<file path="config.mk">
export PLATFORM = sky130hd
export DESIGN_NAME = fdhs_front_flat
export DESIGN_NICKNAME = d
export VERILOG_FILES = /design/src/hw/rtl/fdhs_pkg.sv /design/src/hw/rtl/fdhs_req_if.sv /design/src/hw/rtl/fdhs_front.sv /design/src/flat_wrapper.sv
export SDC_FILE = /design/constraint.sdc
export NUM_CORES = 1
export LEC_CHECK = 0
export BUFFER_PORTS_ARGS = -buffer_cell sky130_fd_sc_hd__clkbuf_2
export CAP_MARGIN = 20
export CORE_ASPECT_RATIO = 1.4
export CORE_MARGIN = 2
export CORE_UTILIZATION = 56
export CTS_CLUSTER_DIAMETER = 80
export DETAILED_ROUTE_END_ITERATION = 10
export PLACE_DENSITY = 0.84
export SYNTH_ARGS = -nofsm -noshare
export SYNTH_HDL_FRONTEND = slang
export SYNTH_SLANG_ARGS = --single-unit
</file>
<file path="constraint.sdc">
create_clock -name clk_i -period 16.5 [get_ports clk_i]
set_input_delay 3.3 -clock clk_i [delete_from_list [all_inputs] [get_ports clk_i]]
set_output_delay 3.3 -clock clk_i [all_outputs]
set_load 0.05 [all_outputs]
</file>
<file path="src/hw/rtl/fdhs_pkg.sv">
// shared constants, status codes and queue entry type of the fuzzy double hash set
// no dependencies
`default_nettype none

package fdhs_pkg;

  localparam int unsigned Capacity = 64;
  localparam int unsigned IdxW     = $clog2(Capacity);
  localparam int unsigned CntW     = 6;
  localparam int unsigned ValW     = 64;

  localparam logic [CntW-1:0] HalfCap = CntW'(Capacity / 2);

  localparam logic [1:0] ActInsert = 2'd0;
  localparam logic [1:0] ActDump   = 2'd1;
  localparam logic [1:0] ActClear  = 2'd2;

  typedef enum logic [2:0] {
    StInserted = 3'd0,
    StDup      = 3'd1,
    StFull     = 3'd2,
    StEntry    = 3'd3,
    StEmpty    = 3'd4,
    StCleared  = 3'd5
  } status_e;

  typedef struct packed {
    logic [1:0]      act;
    logic [ValW-1:0] value;
  } cmd_t;

  // closeness bound: rounded |a-b| < 1e-5 holds exactly when the exact difference
  // is at most NearK * 2^-70 (the tie there rounds down to even)
  localparam logic [53:0] NearK    = 54'h29F16B11C6D1E1;
  localparam logic [10:0] ExpMax   = 11'h7FF;
  localparam logic [10:0] ExpPivot = 11'd1008;

endpackage

`default_nettype wire

</file>
<file path="src/hw/rtl/fdhs_req_if.sv">
// request channel of the fuzzy double hash set
// depends on fdhs_pkg
`default_nettype none

interface fdhs_req_if;
  logic                    valid;
  logic                    ready;
  logic [1:0]              action;
  logic [fdhs_pkg::ValW-1:0] value;

  modport source (output valid, action, value, input ready);
  modport sink   (input valid, action, value, output ready);
endinterface

`default_nettype wire

</file>
<file path="src/hw/rtl/fdhs_front.sv">
// front end: accepts requests, drops unused action codes, queues commands (2 deep)
// depends on fdhs_pkg and fdhs_req_if
`default_nettype none

module fdhs_front (
  input  wire logic   clk_i,
  input  wire logic   rst_ni,
  fdhs_req_if.sink    req_i,
  output logic        cmd_valid_o,
  output fdhs_pkg::cmd_t cmd_o,
  input  wire logic   cmd_pop_i
);
  import fdhs_pkg::*;

  cmd_t       ent_q [2];
  logic       wptr_q, rptr_q;
  logic [1:0] cnt_q;
  logic       accept, push, pop;

  assign req_i.ready = cnt_q != 2'd2;
  assign accept      = req_i.valid && req_i.ready;
  assign push        = accept && ((req_i.action == ActInsert) || (req_i.action == ActDump) ||
                                  (req_i.action == ActClear));
  assign pop         = cmd_pop_i && (cnt_q != 2'd0);
  assign cmd_valid_o = cnt_q != 2'd0;
  assign cmd_o       = ent_q[rptr_q];

  always_ff @(posedge clk_i or negedge rst_ni) begin
    if (!rst_ni) begin
      wptr_q <= 1'b0;
      rptr_q <= 1'b0;
      cnt_q  <= 2'd0;
    end else begin
      if (push) begin
        ent_q[wptr_q] <= '{act: req_i.action, value: req_i.value};
        wptr_q        <= ~wptr_q;
      end
      if (pop) begin
        rptr_q <= ~rptr_q;
      end
      cnt_q <= cnt_q + {1'b0, push} - {1'b0, pop};
    end
  end

endmodule

`default_nettype wire

</file>
<file path="src/flat_wrapper.sv">
// flat-port wrapper written by rule: the top's interface ports become plain ports
module fdhs_front_flat import fdhs_pkg::*;
  (clk_i, rst_ni, cmd_valid_o, cmd_o, cmd_pop_i, req_i_valid, req_i_action, req_i_value, req_i_ready);
  fdhs_req_if req_i_i ();
  input  wire logic clk_i;
  input  wire logic rst_ni;
  output logic cmd_valid_o;
  output fdhs_pkg::cmd_t cmd_o;
  input  wire logic cmd_pop_i;
  input wire logic [$bits(req_i_i.valid)-1:0] req_i_valid;
  input wire logic [$bits(req_i_i.action)-1:0] req_i_action;
  input wire logic [$bits(req_i_i.value)-1:0] req_i_value;
  output wire logic [$bits(req_i_i.ready)-1:0] req_i_ready;
  assign req_i_i.valid = req_i_valid;
  assign req_i_i.action = req_i_action;
  assign req_i_i.value = req_i_value;
  assign req_i_ready = req_i_i.ready;
  fdhs_front u_core (.clk_i(clk_i), .rst_ni(rst_ni), .req_i(req_i_i), .cmd_valid_o(cmd_valid_o), .cmd_o(cmd_o), .cmd_pop_i(cmd_pop_i));
endmodule
</file>
==> flow_summary.ini <==
[placement]
hpwl_mm = 5.504
portBuffers = 137
place_congestion = 0.7589
placed_area_sq_mm = 0.005884

[clocking]
htreeDepth = 4
post_cts_resize_count = 0
cts_buffer_depth = 2
cts.sinks = 136
numCtsBuffers = 17
clock_latency_ps = 410
holdBufCountCts = 0
post_cts_buffers = 0
clk_transition_reported_paths_ps = 60
cts_tree = done
cts-root-buf = clkbuf_16

[die]
die_area_sq_mm = 0.009876
io_pins = 138
num_rows = 41
initial_core_util = 0.5701
die_h_um = 116.8
dieWidth_um = 84.57
fp.coreArea_sq_mm = 0.008926

[min_path]
min_to = u_core.wptr_q
min_delay_path_depth = 1
hp-class = flip-flop to flip-flop
min_from = u_core.wptr_q

[detailed_routing]
top_layer = met4
wl_met2_mm = 4.983
wl_met3_um = 530
wire_per_inst_um = 17.50
ant_nets = 0
drt_iter0_drc = 170
num_vias = 2553
via_per_inst = 5.137
drc_errors = 0
firstDrtPassIters = 4
met1_length_mm = 2.908
drt-total-wl_mm = 8.696

[critical_path]
worstPathRequired_ps = 13200
critPathLaunchType = flip-flop
r2r_cells = 4
crit_path_max_fanout = 67
cp-end-kind = output port
r2r-start = u_core.cnt_q[1]
critPathArrivalTime_ps = 2270
criticalPathCategory = flip-flop to output port
rr_endpoint = u_core.ent_q[0][27]
r2r_slack_ps = 14000

[yosys]
synth_cells = 225
syn_area_sq_mm = 0.005089
synth_top_cell_by_area = edfxtp_1
ys_types = 18
ys_seq_elements = 136
syn_nets = 297
yosysSeqAreaShare = 0.7986
yosysWarningCount = 0
synthTopCellsByArea = edfxtp_1 78%, mux2_4 8.9%, mux2_2 8.0%
synth_top_area_frac = 0.7790
avgSynthCellArea_sq_um = 22.62

[sta]
worstMarginPinSlew_ps = 1062
hold_violations = 0
min_period_over_period = 0.3377
tns_ps = 0
period_needed_ps = 5572
slew_headroom = 0.2918
skew_ps = 6.714
finalSetupViolations = 0
drv_slew = 0
grt_setup_unrepaired = no
fmax_mhz = 179.5

[grt]
antenna_found_initial = 0
grt_pass1_vias = 2631
grt_pass1_wl_mm = 12.72
grt_usage = 0.1826
overflow = 0
grt_max_degree = 68

[power]
p_sw_mw = 0.4513
p_sw_frac = 0.3545
power.density_mw_per_mm2 = 195.3
p_leak_nw = 2.576
power_frac_clock = 0.312
p_seq_frac = 0.368
internal_power_mw = 0.8219
peakVddDrop_mv = 0.1350
p_comb_frac = 0.320

[cells_and_area]
fillers = 539
num_antenna_cells = 0
area_growth_pct = 28.10
layout.nets = 449
multi_input_area_sq_um = 963.4
drive_gt1_frac = 0.6103
regArea_sq_mm = 0.004068
stdcell_area_sq_mm = 0.006519

[run_status]
outcome = completed

[flow_run]
drv_cap = 0
==> critical path: stages, from the launching register on <==
cell and delay, ps:
dfrtp_4 1090, mux2_2 440, clkbuf_2 240
==> worst max-delay path by stage <==
stage                    start                   to  slack (ps)
2_1_floorplan  req_i_action[0]   u_core.ent_q[0][0]        7540
3_3_place_gp   req_i_action[0]  u_core.ent_q[0][61]       11130
4_1_cts          u_core.rptr_q            cmd_o[10]       10900
5_1_grt          u_core.rptr_q             cmd_o[7]       10850
6_report         u_core.rptr_q            cmd_o[10]       10930
3_5_place_dp   req_i_action[1]  u_core.ent_q[0][61]       11020
==> metal layers <==
| metal | up-vias | track usage |
|---|---|---|
| met5 | - | 0 |
| met4 | 0 | 0.09841 |
| met3 | 22 | 0.07644 |
| met2 | 102 | 0.3333 |
| met1 | 1237 | 0.1727 |
| li1 | 1192 | - |
==> final cells by class <==
| type | instances | area share |
|---|---|---|
| Inverter | 3 | 0.001727 |
| Clock buffer | 18 | 0.06584 |
| Multi-Input combinational cell | 79 | 0.1478 |
| Timing Repair Buffer | 140 | 0.1086 |
| Clock inverter | 14 | 0.03148 |
| Tap cell | 107 | 0.02054 |
| Sequential cell | 136 | 0.6240 |
==> synth_stat cells (all sizes together) <==
| cell | number |
|---|---|
| buf | 7 |
| and2 | 1 |
| dfrtp | 4 |
| or2 | 1 |
| edfxtp | 132 |
| nand3 | 1 |
| mux2 | 66 |
| xor2 | 1 |
| nor3b | 1 |
| inv | 3 |
| nand2b | 1 |
| ha | 2 |
| xnor2 | 3 |
| and3 | 1 |
| nand2 | 1 |
==> power groups by stage <==
stage | clock network [mW] | registers (mW) | logic, mW
finish | 0.397 | 0.469 | 0.408
global route | 0.418 | 0.475 | 0.425
CTS | 0.403 | 0.470 | 0.411
detailed placement | 0 | 0.476 | 0.409
global placement | 0 | 0.473 | 0.404
floorplan | 0 | 0.439 | 0.371
==> logic make-up after synthesis <==
kind of cell / Yosys count / synth area share
DFF: 136 / 0.7986
muxes: 66 / 0.1682
buffers and inverters: 10 / 0.01328
and+or+nand+nor: 7 / 0.008116
xor gates and xnor gates: 4 / 0.006886
adders and majority gates: 2 / 0.004917
==> state kept, by name, summed over array words and instances, names as in the netlist <==
register	flops
u_core.ent_q	132
u_core.cnt_q	2
u_core.rptr_q	1
u_core.wptr_q	1
==> placed cells by master (no fill, tap or decap), types with 2 or more instances in the layout <==
cell type,instances
mux2_2,36
mux2_4,30
clkinvlp_4,5
edfxtp_1,132
inv_1,3
clkbuf_2,137
xnor2_1,3
bufinv_16,5
clkinv_2,2
dfrtp_1,3
clkbuf_16,17
ha_1,2
buf_4,3
clkinv_1,2
==> through the flow <==
| step | hold slack (ps) | instances | power, mW | utilization | worst slack, ps |
|---|---|---|---|---|---|
| floorplan | 460.8 | 225 | 0.8095 | - | 7545 |
| global placement | 497.3 | 465 | 0.8775 | 0.6592 | 11130 |
| detailed placement | 503.5 | 465 | 0.8845 | 0.6592 | 11020 |
| CTS | 513.6 | 497 | 1.285 | 0.7303 | 10900 |
| global route | 557.5 | 497 | 1.317 | 0.7303 | 10850 |
| finish | 513.4 | 497 | 1.273 | 0.7303 | 10930 |
Note: power is estimated with default switching activity, not from simulation.
